### src/sv/kfce_pkg.sv
// Package for the keyframe curve evaluator: sizes, operation codes, status codes,
// the channel payloads and the command and status structs between the controller
// and the datapath. It depends on nothing.
package kfce_pkg;

  localparam int unsigned MaxKeys = 16;
  localparam int unsigned IdxW    = $clog2(MaxKeys);
  localparam int unsigned CntW    = IdxW + 1;

  typedef enum logic [1:0] {
    FUNC_INSERT = 2'd0,
    FUNC_REMOVE = 2'd1,
    FUNC_CLEAR  = 2'd2,
    FUNC_EVAL   = 2'd3
  } func_e;

  typedef enum logic [1:0] {
    ST_OK    = 2'd0,
    ST_FULL  = 2'd1,
    ST_RANGE = 2'd2
  } status_e;

  localparam logic [1:0] MODE_CONST = 2'd0;

  // One input transfer: a table operation and its operands.
  typedef struct packed {
    func_e              func;
    logic signed [31:0] key_time;
    logic signed [31:0] key_value;
    logic [1:0]         interp_mode;
    logic [3:0]         key_index;
  } key_cmd_t;

  // One output transfer: the curve value, the status and the table size.
  typedef struct packed {
    logic signed [31:0] curve_value;
    status_e            status;
    logic [CntW-1:0]    entry_count;
  } curve_res_t;

  // These are the commands from the controller to the datapath.
  typedef struct packed {
    logic load;       // capture the input item, set the scan pointer (to idx for a remove, else 0)
    logic scan_step;  // compare one entry and advance the scan pointer
    logic park;       // keep the insert spot and move the pointer to count
    logic shift_step; // move one entry, for insert or remove
    logic write_new;  // write the new key at the scan pointer
    logic cnt_inc;
    logic cnt_dec;
    logic cnt_clr;
    logic div_start;
    logic div_step;
    logic mul_step;   // multiply and register the blend
    logic fin_step;   // form the result
  } cmd_t;

  // These are the status flags from the datapath to the controller.
  typedef struct packed {
    logic scan_done;
    logic shift_done;
    logic full;
    logic bad_index;
    logic eval_direct; // the result needs no division
    logic div_done;
  } sts_t;

endpackage

### src/sv/kfce_if.sv
// Valid/ready channel interface that carries one payload of type T_t.
// It depends on nothing.
interface kfce_if #(parameter type T_t = logic) ();
  logic valid;
  logic ready;
  T_t   data;
  modport source (output valid, output data, input ready);
  modport sink   (input valid, input data, output ready);
endinterface

### src/sv/kfce_ctrl.sv
// Controller state machine for the keyframe curve evaluator.
// It depends on kfce_pkg.
module kfce_ctrl (
  input  logic           clk_i,
  input  logic           rst_ni,
  input  logic           in_valid_i,
  input  logic [1:0]     in_func_i,
  output logic           in_ready_o,
  input  logic           out_busy_i,
  output logic           done_o,
  output kfce_pkg::cmd_t cmd_o,
  input  kfce_pkg::sts_t sts_i
);
  import kfce_pkg::*;

  typedef enum logic [2:0] {
    S_IDLE, S_SCAN, S_SHIFT, S_DIV, S_MUL, S_FIN, S_DONE
  } state_e;

  state_e state_q, state_d;
  logic [1:0] func_q, func_d;

  always_comb begin
    cmd_o      = '0;
    state_d    = state_q;
    func_d     = func_q;
    in_ready_o = 1'b0;
    done_o     = 1'b0;
    case (state_q)
      S_IDLE: begin
        in_ready_o = 1'b1;
        if (in_valid_i) begin
          cmd_o.load = 1'b1;
          func_d     = in_func_i;
          state_d    = S_SCAN;
        end
      end
      S_SCAN: begin
        case (func_e'(func_q))
          FUNC_INSERT: begin
            if (sts_i.full) begin
              state_d = S_DONE;
            end else if (!sts_i.scan_done) begin
              cmd_o.scan_step = 1'b1;
            end else begin
              cmd_o.park = 1'b1;
              state_d    = S_SHIFT;
            end
          end
          FUNC_REMOVE: begin
            state_d = sts_i.bad_index ? S_DONE : S_SHIFT;
          end
          FUNC_CLEAR: begin
            cmd_o.cnt_clr = 1'b1;
            state_d       = S_DONE;
          end
          default: begin
            if (sts_i.eval_direct) begin
              state_d = S_FIN;
            end else if (!sts_i.scan_done) begin
              cmd_o.scan_step = 1'b1;
            end else begin
              cmd_o.div_start = 1'b1;
              state_d         = S_DIV;
            end
          end
        endcase
      end
      S_SHIFT: begin
        if (!sts_i.shift_done) begin
          cmd_o.shift_step = 1'b1;
        end else begin
          if (func_e'(func_q) == FUNC_INSERT) begin
            cmd_o.write_new = 1'b1;
            cmd_o.cnt_inc   = 1'b1;
          end else begin
            cmd_o.cnt_dec = 1'b1;
          end
          state_d = S_DONE;
        end
      end
      S_DIV: begin
        if (sts_i.div_done) begin
          state_d = S_MUL;
        end else begin
          cmd_o.div_step = 1'b1;
        end
      end
      S_MUL: begin
        cmd_o.mul_step = 1'b1;
        state_d        = S_FIN;
      end
      S_FIN: begin
        cmd_o.fin_step = 1'b1;
        state_d        = S_DONE;
      end
      S_DONE: begin
        if (!out_busy_i) begin
          done_o  = 1'b1;
          state_d = S_IDLE;
        end
      end
      default: state_d = S_IDLE;
    endcase
  end

  always_ff @(posedge clk_i or negedge rst_ni) begin
    if (!rst_ni) begin
      state_q <= S_IDLE;
      func_q  <= 2'd0;
    end else begin
      state_q <= state_d;
      func_q  <= func_d;
    end
  end

endmodule

### src/sv/kfce_dp.sv
// Datapath for the keyframe curve evaluator: the key table, the scan pointer,
// the restoring divider and the blend multiplier. It depends on kfce_pkg.
module kfce_dp (
  input  logic                      clk_i,
  input  logic                      rst_ni,
  input  logic [1:0]                func_i,
  input  logic signed [31:0]        key_time_i,
  input  logic signed [31:0]        key_value_i,
  input  logic [1:0]                interp_mode_i,
  input  logic [3:0]                key_index_i,
  input  kfce_pkg::cmd_t            cmd_i,
  output kfce_pkg::sts_t            sts_o,
  output logic signed [31:0]        curve_value_o,
  output logic [1:0]                status_o,
  output logic [kfce_pkg::CntW-1:0] entry_count_o
);
  import kfce_pkg::*;

  logic signed [31:0] time_q  [MaxKeys];
  logic signed [31:0] value_q [MaxKeys];
  logic [1:0]         mode_q  [MaxKeys];

  logic [CntW-1:0]    count_q;
  logic [CntW-1:0]    ptr_q;      // scan position, then shift position
  logic [1:0]         func_q;
  logic signed [31:0] t_q, v_q;
  logic [1:0]         m_q;
  logic [IdxW-1:0]    idx_q;
  logic [1:0]         status_q;   // decided at load from the table size and the index

  logic [32:0]        rem_q;      // partial remainder
  logic [32:0]        den_q;
  logic [16:0]        quo_q;      // frac, 0 to 65536
  logic [48:0]        num_q;      // dividend, shifted out high first
  logic [5:0]         dcnt_q;
  logic signed [31:0] left_q;
  logic signed [32:0] diff_q;
  logic signed [50:0] prod_q;
  logic               direct_q;   // result is left_q with no blend
  logic signed [31:0] res_q;

  logic [IdxW-1:0] p_idx, pm1_idx, pp1_idx, last_idx;
  assign p_idx    = ptr_q[IdxW-1:0];
  assign pm1_idx  = IdxW'(ptr_q - CntW'(1));
  assign pp1_idx  = IdxW'(ptr_q + CntW'(1));
  assign last_idx = IdxW'(count_q - CntW'(1));

  logic is_eval;
  assign is_eval = (func_e'(func_q) == FUNC_EVAL);

  // An evaluate needs no segment search when the table is empty or the time
  // is clamped to an end value.
  logic eval_empty, eval_first, eval_last;
  assign eval_empty = (count_q == '0);
  assign eval_first = !eval_empty && (count_q == CntW'(1) || t_q <= time_q[0]);
  assign eval_last  = !eval_empty && (t_q >= time_q[last_idx]);

  // The first segment with time[i] <= t <= time[i+1]; clamps rule out t at
  // the ends, so the first i with t <= time[i+1] is the segment.
  logic seg_hit;
  assign seg_hit = (t_q <= time_q[pp1_idx]);

  logic ins_stop;
  assign ins_stop = (ptr_q == count_q) || (time_q[p_idx] > t_q);

  // Insert shifting walks the pointer from count down to the insert spot.
  logic [CntW-1:0] ins_pos_q;

  always_comb begin
    sts_o            = '0;
    sts_o.full       = (count_q == CntW'(MaxKeys));
    sts_o.bad_index  = ({1'b0, idx_q} >= count_q);
    sts_o.eval_direct = eval_empty || eval_first || eval_last;
    sts_o.scan_done  = is_eval ? seg_hit : ins_stop;
    if (func_e'(func_q) == FUNC_INSERT) begin
      sts_o.shift_done = (ptr_q == ins_pos_q);
    end else begin
      sts_o.shift_done = (ptr_q + CntW'(1) >= count_q);
    end
    sts_o.div_done = (dcnt_q == 6'd49);
  end

  logic [32:0] rem_sh, rem_sub;
  assign rem_sh  = {rem_q[31:0], num_q[48]};
  assign rem_sub = rem_sh - den_q;

  always_ff @(posedge clk_i) begin
    if (cmd_i.load) begin
      func_q <= func_i;
      t_q    <= key_time_i;
      v_q    <= key_value_i;
      m_q    <= interp_mode_i;
      idx_q  <= key_index_i;
      if (func_e'(func_i) == FUNC_INSERT && count_q == CntW'(MaxKeys)) begin
        status_q <= ST_FULL;
      end else if (func_e'(func_i) == FUNC_REMOVE && {1'b0, key_index_i} >= count_q) begin
        status_q <= ST_RANGE;
      end else begin
        status_q <= ST_OK;
      end
    end
    if (cmd_i.div_start) begin
      left_q   <= value_q[p_idx];
      diff_q   <= 33'(value_q[pp1_idx]) - 33'(value_q[p_idx]);
      direct_q <= (mode_q[p_idx] == MODE_CONST);
      den_q    <= 33'(time_q[pp1_idx]) - 33'(time_q[p_idx]);
      num_q    <= {33'(t_q) - 33'(time_q[p_idx]), 16'd0};
      rem_q    <= '0;
      quo_q    <= '0;
      dcnt_q   <= '0;
    end
    if (cmd_i.div_step) begin
      if (!rem_sub[32]) begin
        rem_q <= rem_sub;
        quo_q <= {quo_q[15:0], 1'b1};
      end else begin
        rem_q <= rem_sh;
        quo_q <= {quo_q[15:0], 1'b0};
      end
      num_q  <= {num_q[47:0], 1'b0};
      dcnt_q <= dcnt_q + 6'd1;
    end
    if (cmd_i.mul_step) begin
      prod_q <= diff_q * $signed({1'b0, quo_q});
    end
    if (cmd_i.fin_step) begin
      if (!is_eval || eval_empty) begin
        res_q <= '0;
      end else if (eval_first) begin
        res_q <= value_q[0];
      end else if (eval_last) begin
        res_q <= value_q[last_idx];
      end else if (direct_q) begin
        res_q <= left_q;
      end else begin
        res_q <= left_q + 32'(prod_q >>> 16);
      end
    end else if (cmd_i.load) begin
      res_q <= '0;
    end
    if (cmd_i.shift_step) begin
      if (func_e'(func_q) == FUNC_INSERT) begin
        time_q[p_idx]  <= time_q[pm1_idx];
        value_q[p_idx] <= value_q[pm1_idx];
        mode_q[p_idx]  <= mode_q[pm1_idx];
      end else begin
        time_q[p_idx]  <= time_q[pp1_idx];
        value_q[p_idx] <= value_q[pp1_idx];
        mode_q[p_idx]  <= mode_q[pp1_idx];
      end
    end
    if (cmd_i.write_new) begin
      time_q[p_idx]  <= t_q;
      value_q[p_idx] <= v_q;
      mode_q[p_idx]  <= m_q;
    end
  end

  // The pointer scans up for an insert spot or a segment, then for an insert
  // it is parked at count and walks down; for a remove it walks up from idx.
  always_ff @(posedge clk_i or negedge rst_ni) begin
    if (!rst_ni) begin
      count_q   <= '0;
      ptr_q     <= '0;
      ins_pos_q <= '0;
    end else begin
      if (cmd_i.load) begin
        ptr_q <= (func_e'(func_i) == FUNC_REMOVE) ? {1'b0, key_index_i} : '0;
      end
      if (cmd_i.scan_step) begin
        ptr_q <= ptr_q + CntW'(1);
      end
      if (cmd_i.park) begin
        ins_pos_q <= ptr_q;
        ptr_q     <= count_q;
      end
      if (cmd_i.shift_step) begin
        ptr_q <= (func_e'(func_q) == FUNC_INSERT) ? ptr_q - CntW'(1) : ptr_q + CntW'(1);
      end
      if (cmd_i.cnt_inc) count_q <= count_q + CntW'(1);
      if (cmd_i.cnt_dec) count_q <= count_q - CntW'(1);
      if (cmd_i.cnt_clr) count_q <= '0;
    end
  end

  assign curve_value_o = res_q;
  assign entry_count_o = count_q;
  assign status_o      = status_q;

endmodule

### src/sv/keyframe_curve_evaluator_top.sv
// Keyframe curve evaluator, top level. One item is handled at a time.
// Insert and remove shift the key table entry by entry; an evaluate that needs a
// segment blend runs the 49-step restoring divider. A new item is taken only when
// the last is done and the controller is back in idle; a held result delays its finish.
// Reset (rst_ni low, asynchronous) empties the table; stored keys stay undefined.
module keyframe_curve_evaluator_top (
  input  logic clk_i,
  input  logic rst_ni,
  kfce_if.sink   in_if,
  kfce_if.source out_if
);
  import kfce_pkg::*;

  kfce_pkg::cmd_t cmd;
  kfce_pkg::sts_t sts;
  logic done;

  logic signed [31:0]  curve_value;
  logic [1:0]          status;
  logic [CntW-1:0]     entry_count;

  // The result register; a finished result waits here while the next item
  // is taken in.
  logic                out_valid_q;
  curve_res_t          out_data_q;

  // The controller accepts an input transfer only while idle, and finishes an
  // item only when the result register is free or being emptied.
  kfce_ctrl u_ctrl (
    .clk_i      (clk_i),
    .rst_ni     (rst_ni),
    .in_valid_i (in_if.valid),
    .in_func_i  (in_if.data.func),
    .in_ready_o (in_if.ready),
    .out_busy_i (out_valid_q && !out_if.ready),
    .done_o     (done),
    .cmd_o      (cmd),
    .sts_i      (sts)
  );

  // The datapath captures the input item on the load command, so the input
  // payload only has to be stable in the accepting cycle.
  kfce_dp u_dp (
    .clk_i         (clk_i),
    .rst_ni        (rst_ni),
    .func_i        (in_if.data.func),
    .key_time_i    (in_if.data.key_time),
    .key_value_i   (in_if.data.key_value),
    .interp_mode_i (in_if.data.interp_mode),
    .key_index_i   (in_if.data.key_index),
    .cmd_i         (cmd),
    .sts_o         (sts),
    .curve_value_o (curve_value),
    .status_o      (status),
    .entry_count_o (entry_count)
  );

  // A new result may be loaded in the same cycle as the old one is taken.
  always_ff @(posedge clk_i or negedge rst_ni) begin
    if (!rst_ni) begin
      out_valid_q <= 1'b0;
    end else if (done) begin
      out_valid_q <= 1'b1;
    end else if (out_if.ready) begin
      out_valid_q <= 1'b0;
    end
  end

  always_ff @(posedge clk_i) begin
    if (done) begin
      out_data_q <= '{curve_value: curve_value, status: status_e'(status),
                      entry_count: entry_count};
    end
  end

  assign out_if.valid = out_valid_q;
  assign out_if.data  = out_data_q;

endmodule

### src/flat_wrapper.sv
// flat-port wrapper written by rule: the top's interface ports become plain ports
module keyframe_curve_evaluator_top_flat import kfce_pkg::*;
  (clk_i, rst_ni, in_if_valid, in_if_data, in_if_ready, out_if_valid, out_if_data, out_if_ready);
  kfce_if #(.T_t(key_cmd_t)) in_if_i ();
  kfce_if #(.T_t(curve_res_t)) out_if_i ();
  input  logic clk_i;
  input  logic rst_ni;
  input wire logic [$bits(in_if_i.valid)-1:0] in_if_valid;
  input wire logic [$bits(in_if_i.data)-1:0] in_if_data;
  output wire logic [$bits(in_if_i.ready)-1:0] in_if_ready;
  output wire logic [$bits(out_if_i.valid)-1:0] out_if_valid;
  output wire logic [$bits(out_if_i.data)-1:0] out_if_data;
  input wire logic [$bits(out_if_i.ready)-1:0] out_if_ready;
  assign in_if_i.valid = in_if_valid;
  assign in_if_i.data = in_if_data;
  assign in_if_ready = in_if_i.ready;
  assign out_if_valid = out_if_i.valid;
  assign out_if_data = out_if_i.data;
  assign out_if_i.ready = out_if_ready;
  keyframe_curve_evaluator_top u_core (.clk_i(clk_i), .rst_ni(rst_ni), .in_if(in_if_i), .out_if(out_if_i));
endmodule
### config.mk
export PLATFORM = sky130hd
export DESIGN_NAME = keyframe_curve_evaluator_top_flat
export DESIGN_NICKNAME = d
export VERILOG_FILES = /design/src/sv/kfce_pkg.sv /design/src/sv/kfce_if.sv /design/src/sv/kfce_ctrl.sv /design/src/sv/kfce_dp.sv /design/src/sv/keyframe_curve_evaluator_top.sv /design/src/flat_wrapper.sv
export SDC_FILE = /design/constraint.sdc
export NUM_CORES = 2
export LEC_CHECK = 0
export ABC_AREA = 1
export BUFFER_PORTS_ARGS = -buffer_cell sky130_fd_sc_hd__buf_2
export CORE_MARGIN = 2
export CORE_UTILIZATION = 25
export CTS_CLUSTER_DIAMETER = 150
export DETAILED_ROUTE_END_ITERATION = 10
export GPL_TIMING_DRIVEN = 0
export PLACE_DENSITY = 0.4
export REMOVE_ABC_BUFFERS = 1
export SETUP_SLACK_MARGIN = 0.5
export SYNTH_ARGS = -nofsm -noshare
export SYNTH_HDL_FRONTEND = slang
export SYNTH_HIERARCHICAL = 1
export SYNTH_SLANG_ARGS = --single-unit
export TNS_END_PERCENT = 5
### constraint.sdc
create_clock -name clk_i -period 16.7 [get_ports clk_i]
set_input_delay 5.01 -clock clk_i [delete_from_list [all_inputs] [get_ports clk_i]]
set_output_delay 5.01 -clock clk_i [all_outputs]
set_load 0.02 [all_outputs]
* Word level (Yosys, flattened, before mapping) *
Memories as Yosys holds them, arrays and structs flattened.
Cells that the tools add are included.

operators by class
  $add $sub $neg = 10
  multipliers = 1
  magnitude comparators = 7
  equal/unequal tests = 21
  mux-type cells = 80
  bitwise operators = 6
  reduce and logical (&&, ||, !) cells = 28

operators with widths
  cell                 count
  $mux 32              13
  $sub 32x32->33       3
  $mux 49              2
  $le 32x32->1         2
  $mul 33x18->48       1
  $mux 5               8
  $mux 17              2
  $sub 33x33->33       1
  $add 32x32->32       1
  $ge 32x32->1         1
  $gt 32x32->1         1
  $mux 1               31
  $mux 3               10
  $pmux 3 s7           1
  $mux 2               7
  $mux 6               2
  $add 5x1->5 const B  2
  $eq 5x5->1           2
  $ge 4x5->1           2
  $sub 5x1->5 const B  2
  $eq 3x3->1 const B   3
  $pmux 3 s3           1
  $logic_not 2->1      4
  $mux 4               2
  other kinds (27)     49

storage, ports and cells
  register bits = 401
  memory bits (writable) = 1056
  input bits = 76
  output and inout port bits = 41
  logic and storage cells = 182
  memories = 3

memories
  memory               words  width  read ports  clocked after Yosys merged registers in  write ports  line           text
  u_core.u_dp.time_q   16     32     5           0                                        1            kfce_dp.sv:19  logic signed [31:0] time_q [MaxKeys];
  u_core.u_dp.value_q  16     32     5           0                                        1            kfce_dp.sv:20  logic signed [31:0] value_q [MaxKeys];
  u_core.u_dp.mode_q   16     2      3           0                                        1            kfce_dp.sv:21  logic [1:0] mode_q [MaxKeys];

* Logic depth before layout (Yosys ltp) *
An unclocked memory read counts as a cell.

  depth in word-level cells = 12
  mapped depth = 44

* Hierarchy *
The synthesis kept the hierarchy.

by module, submodules not included
  module                        instances  cells an instance  area each (µm²)  sequential area each (µm²)
  kfce_dp                       1          14148              112128.8         41845.1
  keyframe_curve_evaluator_top  1          45                 1217.4           1196.1
  kfce_ctrl                     1          89                 571.8            125.1

* Worst setup path before layout *
OpenSTA, ideal clock, no wires.

  kind = register -> register
  start point = reg u_core.u_dp.count_q[0], in the netlist u_core/u_dp/entry_count_o[0]
  end point = reg u_core.u_dp.dcnt_q[0], enable pin
  setup time = 0.409 ns
  arrival time = 11.558 ns
  setup slack = 4.733 ns
  cell stages (with the launch flop) = 30
  period minus slack after synthesis = 11.967 ns
  cells stage by stage = dfrtp_1 -> buf_2 -> inv_2 -> buf_4 -> buf_4 -> buf_2 -> clkbuf_1 -> ha_1 -> buf_2 -> buf_2 -> buf_2 -> buf_1 -> o21ai_0 -> a21oi_1 -> o221ai_1 -> nand2_1 -> inv_1 -> ha_1 -> nand2_1 -> nor2_1 -> nand4_1 -> nor3b_2 -> nand2_1 -> nand3_1 -> nand3_1 -> nand2_2 -> buf_2 -> nand3b_1 -> nor4b_2 -> or2_2

RTL lines
  what                    line            text
  from (decl)             kfce_dp.sv:23   logic [CntW-1:0] count_q;
  from (signal assigned)  kfce_dp.sv:180  if (cmd_i.cnt_inc) count_q <= count_q + CntW'(1);
  from (signal assigned)  kfce_dp.sv:181  if (cmd_i.cnt_dec) count_q <= count_q - CntW'(1);
  to (signal assigned)    kfce_dp.sv:121  dcnt_q <= dcnt_q + 6'd1;
  to (decl)               kfce_dp.sv:35   logic [5:0] dcnt_q;

==> flow_summary.ini <==
[status]
status = finished, final reports clean

[routing]
dr.pass1.iters = 7
avgRoutedWirePerCell_um = 23.94
ant_nets = 0
num_vias = 100400
drtIter0Drc = 8606
drc = 0
wirelength_um = 480900
via_per_inst = 4.997

[clocking]
cts_resized = 0
cts.reportedPaths.clkPinSlew_ps = 60
ctsHoldBuffers = 0
cts_tree = built
htree_levels = 4
clock_path_buffers = 4
cts_sinks = 1441
cts_setup_buffers = 0
cts_buffers = 191
clk_latency_ps = 920
cts_root_buf = clkbuf_16

[floorplanning]
rows = 247
dieArea_sq_um = 461100
io_pins = 117
initial_core_util_pct = 25.14
die_w_um = 679.0
core_sq_um = 453100
die_y_um = 679.0

[hold_path]
hold-path-endpoint = u_core/out_if.data[35]$_DFFE_PP_
hold_depth = 0
min_path_type = flop to flop
hp-start = u_core/u_dp/curve_value_o[28]$_SDFFCE_PP0P_

[finish]
seq_area_sq_um = 43180
area_growth_pct = 14.61
multi_input_area_sq_um = 58740
fin_nets = 14950
fill_cells = 48720
postLayoutCellArea_sq_um = 130600
drive_gt1_share_pct = 6.258

[global_routing]
grt_use_total_pct = 20.27
antenna_found_initial = 22
grt_pass1_wl_um = 693600
grt.overflow.total = 0
grt_pass1_vias = 97680
grt_max_degree = 150

[timing]
min_period_ps = 14380
maxSlewViolCount = 0
fin_tns_setup_ps = 0
setup_viol = 0
worst_pin_slew_ps = 1371
rsz0062_at_grt = no
worst_slack_ps = 2319
max_freq_mhz = 69.54
hold_viol_final = 0
skew_ps = 82.80
slew_headroom_pct = 7.761
fin_crit_sh_pct = 86.11

[logic_synthesis]
synthFlopType = edfxtp_1
synth_edf_count = 1420
synth_area_leaders = edfxtp_1, nand2_1, fa_1, o21ai_0, inv_1
yosys.area.top_type_share_pct = 37.43
synth.distinct_cells = 80
syn_area_per_cell_sq_um = 7.976
synth-seq-cells = 1441
ys_warn_count = 6
async_flop_share_pct = 1.457
netlist_area_sq_um = 113900
seq_area_frac_synth_pct = 37.89
synth_top_area_cell = edfxtp_1
syn_inst = 14280

[critical_path]
crit_path_max_fanout = 148
crit_type = flop to flop
r2r_slack_ps = 2320
r2r_cells = 35
reg2reg_from = u_core/u_dp/ptr_q[0]$_DFFE_PN0P_
cp-start-kind = flop
worstSetupEndpointType = flop
cp_data_required_time_ps = 17220
slowest_stage = nor4_1
cp_num_buf_inv = 20
cpMostUsedCell = buf_16
crit_cells = 35
cpPeakStageDelay_ps = 1100
r2r-end = u_core/u_dp/num_q[47]$_DFFE_PP_
crit_family = buffers and inverters
crit_arrival_ps = 14900

[place]
placed_area_sq_um = 124100
pre_cts_ws_ps = 2215
hpwl_um = 332300
finalWeightedCongestion = 0.8749
io_buffers = 116

[flow_run]
maxCapViolCount = 0
[worst register-to-register path, delay by kind of cell (launching register included)]
family	cells	cell delay, ps
buffers and inverters	20	6600
adder cells (fa/ha/maj)	2	850
AND/OR/NAND/NOR	9	4290
AO/OA/AOI/OAI	4	1530
flip-flops	1	720
[synthesized netlist by cell type, types with 30 or more instances]
cell type / n
nand2_1: 2921
inv_1: 2151
o21ai_0: 1841
edfxtp_1: 1420
a21oi_1: 1046
nor2_1: 860
nand3_1: 744
fa_1: 519
clkbuf_1: 469
ha_1: 393
buf_2: 273
o211ai_1: 228
o21ai_1: 161
o22ai_1: 146
o221ai_1: 139
a31oi_1: 94
xor2_1: 85
nor3_1: 80
nand4_1: 74
buf_1: 70
xnor2_1: 60
buf_4: 54
buf_6: 54
o21bai_1: 39
a21o_1: 31
a22o_1: 30
[layout make-up]
class                           instances  area share (%)
Antenna cell                            6         0.01150
Inverter                             2170           6.313
Clock inverter                        116          0.9037
Tap cell                             5976           5.727
Sequential cell                      1441           33.07
Timing Repair Buffer                  410           5.182
Multi-Input combinational cell       9749           44.99
Clock buffer                          224           3.804
[state kept, by name, indices dropped and copies added, names as in the netlist, 33 cells and up]
name and count:
u_core/u_dp/value_q 512, u_core/u_dp/time_q 512, u_core/u_dp/num_q 33, u_core/out_if.data 39
u_core/u_dp/den_q 33, u_core/u_dp/diff_q 33
[cell usage in the layout (no fill, tap or decap), drive strengths merged, types with 8 or more instances in the layout]
cell type,instances
nand3b,10
nand3,748
mux2i,26
clkbuf,224
bufinv,22
nor4,22
o31ai,12
o22ai,146
a221oi,37
nand2,2935
buf,410
and3,8
clkinvlp,9
fa,519
clkinv,86
o211ai,229
a22o,30
nor3,80
a21boi,14
a21o,31
o21a,17
a31oi,108
o21ai,2006
a21oi,1048
dfrtp,21
xnor2,63
a2111oi,11
nor2,863
ha,393
o21bai,39
inv,2169
nand4,74
or2,31
o221ai,139
edfxtp,1420
xor2,86
[per-stage QoR]
stage               std cells  util, %  hold slack, ps
finish                  20090    28.82           405.8
global route            20090    28.82           421.9
CTS                     20080    28.76           411.9
detailed placement      19740    27.40           405.2
global placement        19450    25.95           404.6
floorplan               13360        -           400.3
[layer usage]
metal / vias to the layer above / wire length (um) / GRT usage, %
met3: 716 / 24250 / 1.966
met4: 6 / 17700 / 6.555
met5: - / 46 / 0
met2: 3054 / 231000 / 35.04
met1: 49370 / 207900 / 26.48
li1: 47260 / - / -
[kinds of logic after synthesis]
logic type                 Yosys count  synth area share [%]
buffers and inverters             3092                 11.03
and+or+nand+nor                   4781                 17.14
DFF                               1441                 37.89
xor gates and xnor gates           149                 1.182
AOI/OAI and AO/OA                 3881                 19.08
muxes                               26                0.2285
adders and majority gates          912                 13.44
[worst max-delay path by stage]
stage	from	end	slack, ps
2_1_floorplan	u_core/u_dp/ptr_q[0]$_DFFE_PN0P_	u_core/u_dp/dcnt_q[0]$_SDFFCE_PN0P_	-49350
3_3_place_gp	u_core/u_dp/ptr_q[0]$_DFFE_PN0P_	u_core/u_dp/num_q[45]$_DFFE_PP_	-141700
3_5_place_dp	u_core/u_dp/ptr_q[0]$_DFFE_PN0P_	u_core/u_dp/num_q[47]$_DFFE_PP_	2220
4_1_cts	u_core/u_dp/ptr_q[0]$_DFFE_PN0P_	u_core/u_dp/num_q[44]$_DFFE_PP_	2200
5_1_grt	u_core/u_dp/ptr_q[0]$_DFFE_PN0P_	u_core/u_dp/num_q[47]$_DFFE_PP_	1900
6_report	u_core/u_dp/ptr_q[0]$_DFFE_PN0P_	u_core/u_dp/num_q[47]$_DFFE_PP_	2320
Power is not shown: default switching activity piles up to over one toggle a cycle in this logic, so the estimate is an artifact.
